## config.mk

```make
export PLATFORM = sky130hd
export DESIGN_NAME = exit_window_start_detector_unit
export DESIGN_NICKNAME = d
export VERILOG_FILES = /design/src/design/ewsd_pkg.sv /design/src/design/exit_window_start_detector_unit.sv
export SDC_FILE = /design/constraint.sdc
export NUM_CORES = 1
export LEC_CHECK = 0
export BUFFER_PORTS_ARGS = -buffer_cell sky130_fd_sc_hd__buf_2
export CORE_ASPECT_RATIO = 1.1
export CORE_MARGIN = 3
export CORE_UTILIZATION = 25
export CTS_CLUSTER_SIZE = 10
export DETAILED_ROUTE_END_ITERATION = 8
export SETUP_SLACK_MARGIN = 0.15
export SLEW_MARGIN = 10
export SYNTH_ARGS = -nofsm -noshare
export SYNTH_HDL_FRONTEND = slang
export SYNTH_SLANG_ARGS = --single-unit
```

## constraint.sdc

```tcl
create_clock -name i_clk -period 36.8 [get_ports i_clk]
set_input_delay 0 -clock i_clk [delete_from_list [all_inputs] [get_ports i_clk]]
set_output_delay 0 -clock i_clk [all_outputs]
set_load 0.01 [all_outputs]
```

## src/design/ewsd_pkg.sv

```systemverilog
// Package for the exit window start detector: beat layouts, register
// indexes and fixed constants. No dependencies.
package ewsd_pkg;

    localparam int unsigned IN_TDATA_W  = 120;
    localparam int unsigned OUT_TDATA_W = 136;
    localparam int unsigned CFG_IDX_W   = 2;
    localparam int unsigned CFG_DATA_W  = 18;

    localparam logic [CFG_IDX_W-1:0] CFG_TRIGGER_SPEED = 2'd0;
    localparam logic [CFG_IDX_W-1:0] CFG_WINDOW_DELAY  = 2'd1;
    localparam logic [CFG_IDX_W-1:0] CFG_CONFIRM_SPEED = 2'd2;

    localparam logic [17:0] TRIGGER_SPEED_RST = 18'd10000;
    localparam logic [15:0] WINDOW_DELAY_RST  = 16'd9000;
    localparam logic [17:0] CONFIRM_SPEED_RST = 18'd30000;

    localparam logic [31:0] WEEK_MS = 32'd604800000;
    localparam logic [2:0]  FIX_3D  = 3'd3;

    // last field in the lowest bits
    typedef struct packed {
        logic [2:0]         pad;
        logic signed [20:0] down_velocity;
        logic signed [31:0] longitude;
        logic signed [30:0] latitude;
        logic [29:0]        time_of_week;
        logic [2:0]         fix_type;
    } t_in_item;

    typedef struct packed {
        logic [6:0]         pad;
        logic signed [31:0] current_longitude;
        logic signed [30:0] current_latitude;
        logic               has_current;
        logic signed [31:0] origin_longitude;
        logic signed [30:0] origin_latitude;
        logic               is_started;
        logic               window_opened;
    } t_out_item;

endpackage

```

## src/design/exit_window_start_detector_unit.sv

```systemverilog
// Exit window start detector: arms on descent, confirms on peak descent
// after a delay and latches the origin position. Depends on ewsd_pkg.
//
// An input beat passes the input register, then the result register. Throughput:
// one beat per cycle while the receiver takes results; the decision logic between
// the two registers is combinational and reads and updates the detector state per beat.
// Reset (synchronous, active low): configuration registers return to their reset
// values, detector disarmed, not started, no current position; pipeline emptied.
module exit_window_start_detector_unit (
    input  logic                                 i_clk,
    input  logic                                 i_rst_n,
    input  logic                                 s_axis_tvalid,
    output logic                                 s_axis_tready,
    // fix_type[2:0], time_of_week[32:3], latitude[63:33], longitude[95:64],
    // down_velocity[116:96], zero fill[119:117]
    input  logic [ewsd_pkg::IN_TDATA_W-1:0]      s_axis_tdata,
    output logic                                 m_axis_tvalid,
    input  logic                                 m_axis_tready,
    // window_opened[0], is_started[1], origin_latitude[32:2],
    // origin_longitude[64:33], has_current[65], current_latitude[96:66],
    // current_longitude[128:97], zero fill[135:129]
    output logic [ewsd_pkg::OUT_TDATA_W-1:0]     m_axis_tdata,
    input  logic                                 i_cfg_valid,
    output logic                                 o_cfg_ready,
    input  logic [ewsd_pkg::CFG_IDX_W-1:0]       i_cfg_index,
    input  logic [ewsd_pkg::CFG_DATA_W-1:0]      i_cfg_data
);

    logic [17:0] r_trigger_speed;
    logic [15:0] r_window_delay;
    logic [17:0] r_confirm_speed;

    logic                r_in_vld;
    ewsd_pkg::t_in_item  r_in;
    logic                r_out_vld;
    ewsd_pkg::t_out_item r_out;
    ewsd_pkg::t_out_item n_out;

    logic               r_armed;
    logic [29:0]        r_arm_time;
    logic signed [20:0] r_peak;
    logic               r_rearm_blocked;
    logic               r_started;
    logic signed [30:0] r_start_lat;
    logic signed [31:0] r_start_lon;
    logic               r_cur_valid;
    logic signed [30:0] r_cur_lat;
    logic signed [31:0] r_cur_lon;

    logic               n_armed;
    logic [29:0]        n_arm_time;
    logic signed [20:0] n_peak;
    logic               n_rearm_blocked;
    logic               n_started;
    logic signed [30:0] n_start_lat;
    logic signed [31:0] n_start_lon;
    logic               n_cur_valid;
    logic signed [30:0] n_cur_lat;
    logic signed [31:0] n_cur_lon;
    logic               n_opened;

    logic               advance;
    logic               is_fix;
    logic signed [21:0] vdown_x;
    logic signed [21:0] trig_x;
    logic signed [21:0] confirm_x;
    logic signed [20:0] peak_upd;
    logic               ge_trig;
    logic [31:0]        elapsed_raw;
    logic [31:0]        elapsed;
    logic               delay_done;

    assign o_cfg_ready   = 1'b1;
    assign advance       = r_in_vld && (!r_out_vld || m_axis_tready);
    assign s_axis_tready = !r_in_vld || advance;
    assign m_axis_tvalid = r_out_vld;
    assign m_axis_tdata  = r_out;

    always_ff @(posedge i_clk) begin
        if (!i_rst_n) begin
            r_trigger_speed <= ewsd_pkg::TRIGGER_SPEED_RST;
            r_window_delay  <= ewsd_pkg::WINDOW_DELAY_RST;
            r_confirm_speed <= ewsd_pkg::CONFIRM_SPEED_RST;
        end else if (i_cfg_valid) begin
            unique case (i_cfg_index)
                ewsd_pkg::CFG_TRIGGER_SPEED: r_trigger_speed <= i_cfg_data;
                ewsd_pkg::CFG_WINDOW_DELAY:  r_window_delay  <= i_cfg_data[15:0];
                ewsd_pkg::CFG_CONFIRM_SPEED: r_confirm_speed <= i_cfg_data;
                default: ;
            endcase
        end
    end

    always_comb begin
        is_fix      = (r_in.fix_type == ewsd_pkg::FIX_3D);
        vdown_x     = {r_in.down_velocity[20], r_in.down_velocity};
        trig_x      = $signed({4'b0000, r_trigger_speed});
        confirm_x   = $signed({4'b0000, r_confirm_speed});
        ge_trig     = (vdown_x >= trig_x);
        peak_upd    = (r_in.down_velocity > r_peak) ? r_in.down_velocity : r_peak;
        elapsed_raw = {2'b00, r_in.time_of_week} - {2'b00, r_arm_time};
        elapsed     = (elapsed_raw >= ewsd_pkg::WEEK_MS) ?
                      (elapsed_raw + ewsd_pkg::WEEK_MS) : elapsed_raw;
        delay_done  = (elapsed >= {16'h0000, r_window_delay});

        n_armed         = r_armed;
        n_arm_time      = r_arm_time;
        n_peak          = r_peak;
        n_rearm_blocked = r_rearm_blocked;
        n_started       = r_started;
        n_start_lat     = r_start_lat;
        n_start_lon     = r_start_lon;
        n_cur_valid     = r_cur_valid;
        n_cur_lat       = r_cur_lat;
        n_cur_lon       = r_cur_lon;
        n_opened        = 1'b0;

        if (is_fix) begin
            n_cur_valid = 1'b1;
            n_cur_lat   = r_in.latitude;
            n_cur_lon   = r_in.longitude;
            if (!r_started) begin
                if (!r_armed) begin
                    if (ge_trig && !r_rearm_blocked) begin
                        n_armed    = 1'b1;
                        n_arm_time = r_in.time_of_week;
                        n_peak     = r_in.down_velocity;
                    end else if (!ge_trig) begin
                        n_rearm_blocked = 1'b0;
                    end
                end else begin
                    n_peak = peak_upd;
                    if (delay_done) begin
                        if ($signed({peak_upd[20], peak_upd}) < confirm_x) begin
                            n_armed         = 1'b0;
                            n_peak          = '0;
                            n_rearm_blocked = 1'b1;
                        end else begin
                            n_started   = 1'b1;
                            n_start_lat = r_in.latitude;
                            n_start_lon = r_in.longitude;
                            n_opened    = 1'b1;
                        end
                    end
                end
            end
        end

        n_out                   = '0;
        n_out.window_opened     = n_opened;
        n_out.is_started        = n_started;
        n_out.origin_latitude   = n_started ? n_start_lat : '0;
        n_out.origin_longitude  = n_started ? n_start_lon : '0;
        n_out.has_current       = n_cur_valid;
        n_out.current_latitude  = n_cur_valid ? n_cur_lat : '0;
        n_out.current_longitude = n_cur_valid ? n_cur_lon : '0;
    end

    always_ff @(posedge i_clk) begin
        if (!i_rst_n) begin
            r_in_vld        <= 1'b0;
            r_out_vld       <= 1'b0;
            r_armed         <= 1'b0;
            r_rearm_blocked <= 1'b0;
            r_started       <= 1'b0;
            r_cur_valid     <= 1'b0;
        end else begin
            if (s_axis_tready) begin
                r_in_vld <= s_axis_tvalid;
            end
            if (advance) begin
                r_out_vld       <= 1'b1;
                r_armed         <= n_armed;
                r_rearm_blocked <= n_rearm_blocked;
                r_started       <= n_started;
                r_cur_valid     <= n_cur_valid;
            end else if (m_axis_tready) begin
                r_out_vld <= 1'b0;
            end
        end
    end

    always_ff @(posedge i_clk) begin
        if (s_axis_tready && s_axis_tvalid) begin
            r_in <= ewsd_pkg::t_in_item'(s_axis_tdata);
        end
        if (advance) begin
            r_out       <= n_out;
            r_arm_time  <= n_arm_time;
            r_peak      <= n_peak;
            r_start_lat <= n_start_lat;
            r_start_lon <= n_start_lon;
            r_cur_lat   <= n_cur_lat;
            r_cur_lon   <= n_cur_lon;
        end
    end

    a_started_latched: assert property (@(posedge i_clk) disable iff (!i_rst_n)
        r_started |=> r_started)
        else $error("started state dropped");

    a_opened_implies_started: assert property (@(posedge i_clk) disable iff (!i_rst_n)
        r_out_vld |-> (!r_out.window_opened || r_out.is_started))
        else $error("window opened without started");

    a_open_only_once: assert property (@(posedge i_clk) disable iff (!i_rst_n)
        (advance && r_started) |=> !r_out.window_opened)
        else $error("window opened twice");

    a_no_arm_and_block: assert property (@(posedge i_clk) disable iff (!i_rst_n)
        !(r_armed && r_rearm_blocked))
        else $error("armed while re-arming blocked");

    a_origin_zero: assert property (@(posedge i_clk) disable iff (!i_rst_n)
        (r_out_vld && !r_out.is_started) |->
            (r_out.origin_latitude == '0 && r_out.origin_longitude == '0))
        else $error("origin shown before start");

endmodule

```

* Yosys cells after proc, flatten, opt, wreduce, memory -nomap -nowiden *
Cells that the tools add are included.

word-level totals
  input bits = 145
  output and inout port bits = 139
  word-level logic and storage cells = 97
  register bits after elaboration = 481

cells by class
  multiplexer cells = 34
  bitwise gates (word level) = 3
  $add $sub $neg = 2
  eq/ne operators = 7
  reductions and logical operators = 19
  magnitude comparators = 5

operators by type and width
  cell                      number
  $mux W32                  7
  $mux W31                  6
  $mux W21                  5
  $add A31 B31 Y32 const B  1
  $ge A32 B16 Y1            1
  $ge A32 B30 Y1 const B    1
  $sub A30 B30 Y31          1
  $ge A21 B19 Y1            1
  $gt A21 B21 Y1            1
  $lt A21 B19 Y1            1
  $mux W1                   16
  $reduce_and A7 Y1         1
  $reduce_and A2 Y1         3
  $reduce_and A5 Y1         1
  $ne A2 B1 Y1 const B      2
  $ne A2 B2 Y1 const B      2
  $reduce_and A4 Y1         1
  $reduce_bool A2 Y1        2
  $eq A3 B2 Y1 const B      1
  $logic_and A1 B1 Y1       3
  $logic_not A1 Y1          3
  $not A1 Y1                3
  $reduce_and A3 Y1         1
  $eq A2 B1 Y1 const B      1
  4 further kinds           5

* Depth between registers and ports, before layout *
  depth after elaboration = 8
  mapped depth = 35

* Worst setup path before layout *
OpenSTA, ideal clock, no wires.

  path kind = reg-to-reg
  start = register r_out_vld, in the netlist m_axis_tvalid
  end = register r_arm_time[0], enable pin
  path slack = 21490 ps
  data required time = 36380 ps
  data arrival time = 14890 ps
  setup time = 420 ps
  path buffers = 0
  clock period less this slack = 15310 ps
  cell stages (with the launch flop) = 6
  cell sequence = dfxtp_1 -> nor2b_1 -> nor2b_1 -> nand2b_1 -> nor4_1 -> nor2b_1

on the way
  word-level cells in the longest chain between the ends = 4

RTL lines
  item                         RTL line                                text
  from (decl)                  exit_window_start_detector_unit.sv:35   logic r_out_vld;
  from (signal assigned)       exit_window_start_detector_unit.sv:162  r_out_vld <= 1'b0;
  from (signal assigned)       exit_window_start_detector_unit.sv:172  r_out_vld <= 1'b1;
  from (signal assigned)       exit_window_start_detector_unit.sv:178  r_out_vld <= 1'b0;
  $logic_not A1 Y1             exit_window_start_detector_unit.sv:74   assign advance = r_in_vld && (!r_out_vld || m_axis_tready);
  $logic_or A1 B1 Y1           exit_window_start_detector_unit.sv:74
  $logic_and A1 B1 Y1          exit_window_start_detector_unit.sv:74
  via advance                  exit_window_start_detector_unit.sv:62   logic advance;
  $reduce_and A5 Y1 (no line)  n/a
  to (signal assigned)         exit_window_start_detector_unit.sv:189  r_arm_time <= n_arm_time;
  to (decl)                    exit_window_start_detector_unit.sv:40   logic [29:0] r_arm_time;

The timed path passes the listed nets, and every way through them passes these cells.
A chain may end at the register's enable or synchronous reset.

* Final worst setup path *
  start = register r_in[3] in the netlist's numbering
  end = register r_start_lat[18] (data pin)

on the way
  word-level cells in the longest chain between the ends = 8

RTL lines
  item                                                RTL line                                                                        text
  from (decl)                                         exit_window_start_detector_unit.sv:34                                           ewsd_pkg::t_in_item r_in;
  from (signal assigned)                              exit_window_start_detector_unit.sv:185                                          r_in <= ewsd_pkg::t_in_item'(s_axis_tdata);
  $sub A30 B30 Y31 *                                  exit_window_start_detector_unit.sv:101                                          elapsed_raw = {2'b00, r_in.time_of_week} - {2'b00, r_arm_time};
  $add A31 B31 Y32 or $ge A32 B30 Y1 (tied branches)  exit_window_start_detector_unit.sv:103, exit_window_start_detector_unit.sv:102
  $mux W32 *                                          exit_window_start_detector_unit.sv:102                                          elapsed = (elapsed_raw >= ewsd_pkg::WEEK_MS) ?
  $ge A32 B16 Y1 *                                    exit_window_start_detector_unit.sv:104                                          delay_done = (elapsed >= {16'h0000, r_window_delay});
  $mux W31 *                                          exit_window_start_detector_unit.sv:133                                          if (delay_done) begin
  $mux W31 *                                          exit_window_start_detector_unit.sv:123                                          if (!r_armed) begin
  $mux W31 *                                          exit_window_start_detector_unit.sv:122                                          if (!r_started) begin
  $mux W31 *                                          exit_window_start_detector_unit.sv:118                                          if (is_fix) begin
  via n_start_lat[18]                                 exit_window_start_detector_unit.sv:55                                           logic signed [30:0] n_start_lat;
  to (signal assigned)                                exit_window_start_detector_unit.sv:191                                          r_start_lat <= n_start_lat;
  to (decl)                                           exit_window_start_detector_unit.sv:44                                           logic signed [30:0] r_start_lat;

The timed path passes the listed nets; every way through them passes the cells marked *.

==> summary.md <==
| Metric | Value |
|---|---|
| Outcome | completed |
| Row count | 116 |
| Num CTS Buffers | between 50 and 60 |
| CTS HTree Levels | 2 |
| CTS tree | done |
| Flop pwr share | between 40% and 50% |
| Worst setup EP type | register |
| Layout cell share with drive strength beyond 1 | roughly 23% |
| Vias in the first global route | 15622 |
| LEAKAGE | about 11 nW |
| Tot Pwr | roughly 1.3 mW |
| Global route total overflow | 0 |
| Core ar. | about 0.09 mm² |
| Worst Tran Pin Value | roughly 1.1 ns |
| Skew-Pair Late Insertion Delay | ~0.66 ns |
| First-pass GRT wire length | 90800 µm |
| Async set-reset flop share out of synthesis | 0% |
| # IOs | approximately 280 |
| 1st-iter DRT viols | between 800 and 900 |
| Die area | just under 0.1 mm² |
| CTS root buffer | clkbuf_16 |
| Yosys cell types | 80 |
| Worst Path Required | 37.15 ns |
| Reg2Reg Setup Slack | about 28 ns |
| Netlist Area Pre-Place | 0.0232 mm² |
| TNS Setup | 0 ns |
| Hold WC Path Type | in2reg |
| GRT Total Usage | approximately 12% |
| Crit Path Max Fanout | about 130 |
| Routed Antenna Nets | 0 |
| Final setup violation count | 0 |
| Placed cells | 3158 |
| Max Cap Viol | 0 |
| Drt pass-1 iters | 5 |
| Clk_skew | slightly above 0.06 ns |
| Total number of vias | approximately 15000 |
| Pins Over Slew Limit | 0 |
| Final Non-Filler Cells | 3408 |
| Port Buf Inserts | approximately 270 |
| Routed wire length | about 60000 µm |
| Finished Cell Area | approximately 0.029 mm² |
| PwrDens | approximately 44 mW/mm² |
| CP startpoint kind | register |
| Peak VDD IR | 0.0434 mV |
| Main synth FF type | edfxtp_1 |
| Synth Instances | 1779 |
| Nets | approximately 2500 |
| Crit path DAT | between 9 and 10 ns |
| Warnings from Yosys | 0 |
| RD Place Congestion | around 0.8 |
| Worst path bufs/invs | 3 |
| WL per Instance | 17.5 µm |
| Placed Area | 0.0257 mm² |
| Clk pwr share | slightly above 40% |
| Fin crit period | a little under 9 ns |
| Number of synthesized flops with an enable pin | between 400 and 500 |
| Hold WS | roughly 0.067 ns |
| Switching share of power | a little under a quarter |
| P_sw | 0.308 mW |
| CTS Sinks | roughly 480 |
| Vias per cell | 4.54 |
| Clk pin slew, worst setup/hold paths | approximately 0.050 ns |
| RSZ-0062 raised after global routing | no |
| Layout Area Growth over Synthesis | 25.4% |
| Sequential share of the synthesized area | between 50% and 60% |
| Most Crowded Layer GR | met2 |
| # DRC | 0 |
| Die Ht | around 330 µm |
| Slowest stage delay, CP | approximately 0.78 ns |
| Maximum clock rate | 0.112 GHz |
| Initial antenna violation count | 6 |
| Fin. Hold Viols | 0 |
| Cell family with most CP delay | compound AO/OA/AOI/OAI gates |
| Crit-path slowest cell | a2111oi_4 |
| Internal power | between 0.9 and 1 mW |
| Largest net degree at the start of global routing | 128 |
| Met2 GRT Util | between 15 and 20% |
| Met1 Usage GRT | 15.2% |
| Max_slew headroom | approximately 28% |
| #FFs+latches synth | approximately 480 |
| Gate power share | between 10% and 20% |
| Die width | 296 µm |
| Tcrit/Tclk final | about a quarter |
| HPWL Detailed | roughly 40000 µm |
| Crit Path Class | reg2reg |
| Clk buf depth | 3 |
| Syn_area_per_cell | roughly 13 µm² |
| Initial core utilization | between 20% and 30% |
| GRT met3 Usage | under 10% |
==> routing by layer <==
metal  wire [µm]  vias to the layer above
met3        4420                       94
met2       27600                      395
met5           0                        -
met4        1500                        0
met1       26000                     7486
li1            -                     7485
==> layout make-up <==
| cell class | instances | area, µm² |
|---|---|---|
| multi-input combinational | 1078 | 8420 |
| fill | 9155 | 62400 |
| clock buffer | 72 | 1530 |
| antenna | 6 | 15.0 |
| tap | 1180 | 1480 |
| clock inverter | 11 | 169 |
| timing repair buffer | 447 | 3090 |
| sequential | 481 | 13900 |
| inverter | 133 | 499 |
==> cells in the mapped netlist, drive strengths merged (4+ instances only) <==
cell type	number	area, µm²
mux2	128	1670
a211o	4	35.0
or3	10	62.6
a311oi	4	41.3
dfxtp	58	1160
nor4	9	56.3
a21o	33	248
o211ai	27	203
nor3	20	100
nand2b	12	75.1
mux2i	29	290
xnor2	10	87.6
o31ai	4	30.0
nand2	142	533
a31oi	9	56.3
a21boi	38	285
clkbuf	64	240
o22ai	18	113
buf	29	228
inv	133	499
and3	11	73.8
nor3b	5	37.5
o21ai	41	205
nor2b	80	500
a221oi	4	52.6
or2	6	37.5
nor2	37	139
o21a	18	135
nand3b	7	52.6
ha	106	1330
and4	5	43.8
a22o	64	561
nand4	28	175
nand3	16	80.1
a211oi	17	133
and2	11	68.8
a21oi	60	304
a2111oi	4	53.8
edfxtp	423	12700
xor2	7	61.3
==> stage by stage <==
stage | utilization, % | worst slack [ns]
after CTS | 31.8 | 27.99
after global placement | 28.2 | 28.12
after floorplan | - | 21.49
after global routing | 31.8 | 27.45
after detailed placement | 28.2 | 28.07
final | 31.8 | 27.88
==> worst paths after layout <==
| path | from | endpoint | cells after the start |
|---|---|---|---|
| worst min register to register | r_in[3]$_DFFE_PP_ | r_arm_time[0]$_DFFE_PP_ | 0 |
| worst min-delay path | s_axis_tdata[89] | r_in[89]$_DFFE_PP_ | 2 |
| worst max register to register | r_in[3]$_DFFE_PP_ | r_start_lat[18]$_DFFE_PP_ | 30 |
| worst max-delay path | r_in[3]$_DFFE_PP_ | r_start_lat[18]$_DFFE_PP_ | 30 |
==> registers in the layout (all words and copies together), names as in the netlist, 16 cells and up <==
| register | count |
|---|---|
| m_axis_tdata | 129 |
| r_in | 117 |
| r_cur_lon | 32 |
| r_start_lon | 32 |
| r_cur_lat | 31 |
| r_start_lat | 31 |
| r_arm_time | 30 |
| r_peak | 21 |
| r_confirm_speed | 18 |
| r_trigger_speed | 18 |
| r_window_delay | 16 |
==> layout by cell type, fill, tap and decap left out, drive strengths merged, types with 17 or more instances in the layout <==
master,n
edfxtp,423
buf,286
dlygate4sd3,161
nand2,142
inv,133
mux2,128
ha,106
nor2b,80
clkbuf,72
a22o,64
a21oi,60
dfxtp,58
o21ai,41
a21boi,38
nor2,37
a21o,33
mux2i,29
nand4,28
o211ai,27
nor3,20
o21a,18
o22ai,18
a211oi,17
==> power by group through the flow <==
stage | clock network [mW] | logic, mW | registers [mW]
final | 0.522 | 0.132 | 0.631
after global routing | 0.563 | 0.147 | 0.633
after CTS | 0.545 | 0.133 | 0.631
after detailed placement | 0 | 0.119 | 0.642
after global placement | 0 | 0.118 | 0.642
after floorplan | 0 | 0.0755 | 0.648
==> cells by family after synthesis <==
family | count (synthesis) | share of synthesized area, %
flops | 481 | 59.8
simple gates | 412 | 9.26
compound gates | 377 | 11.9
buf+inv | 226 | 4.17
mux | 157 | 8.44
fa+ha+maj | 107 | 5.81
xor+xnor | 17 | 0.642
other cells | 2 | 0.0324
==> repair_timing <==
| item | 4_1_cts | 5_1_grt |
|---|---|---|
| endpoints found under the hold margin | 194 | 0 |
| hold buffers | 161 | 0 |
| buffers inserted | 0 | 0 |
| gates resized for setup | 0 | 0 |
Note: power is estimated with default switching activity, not from simulation.
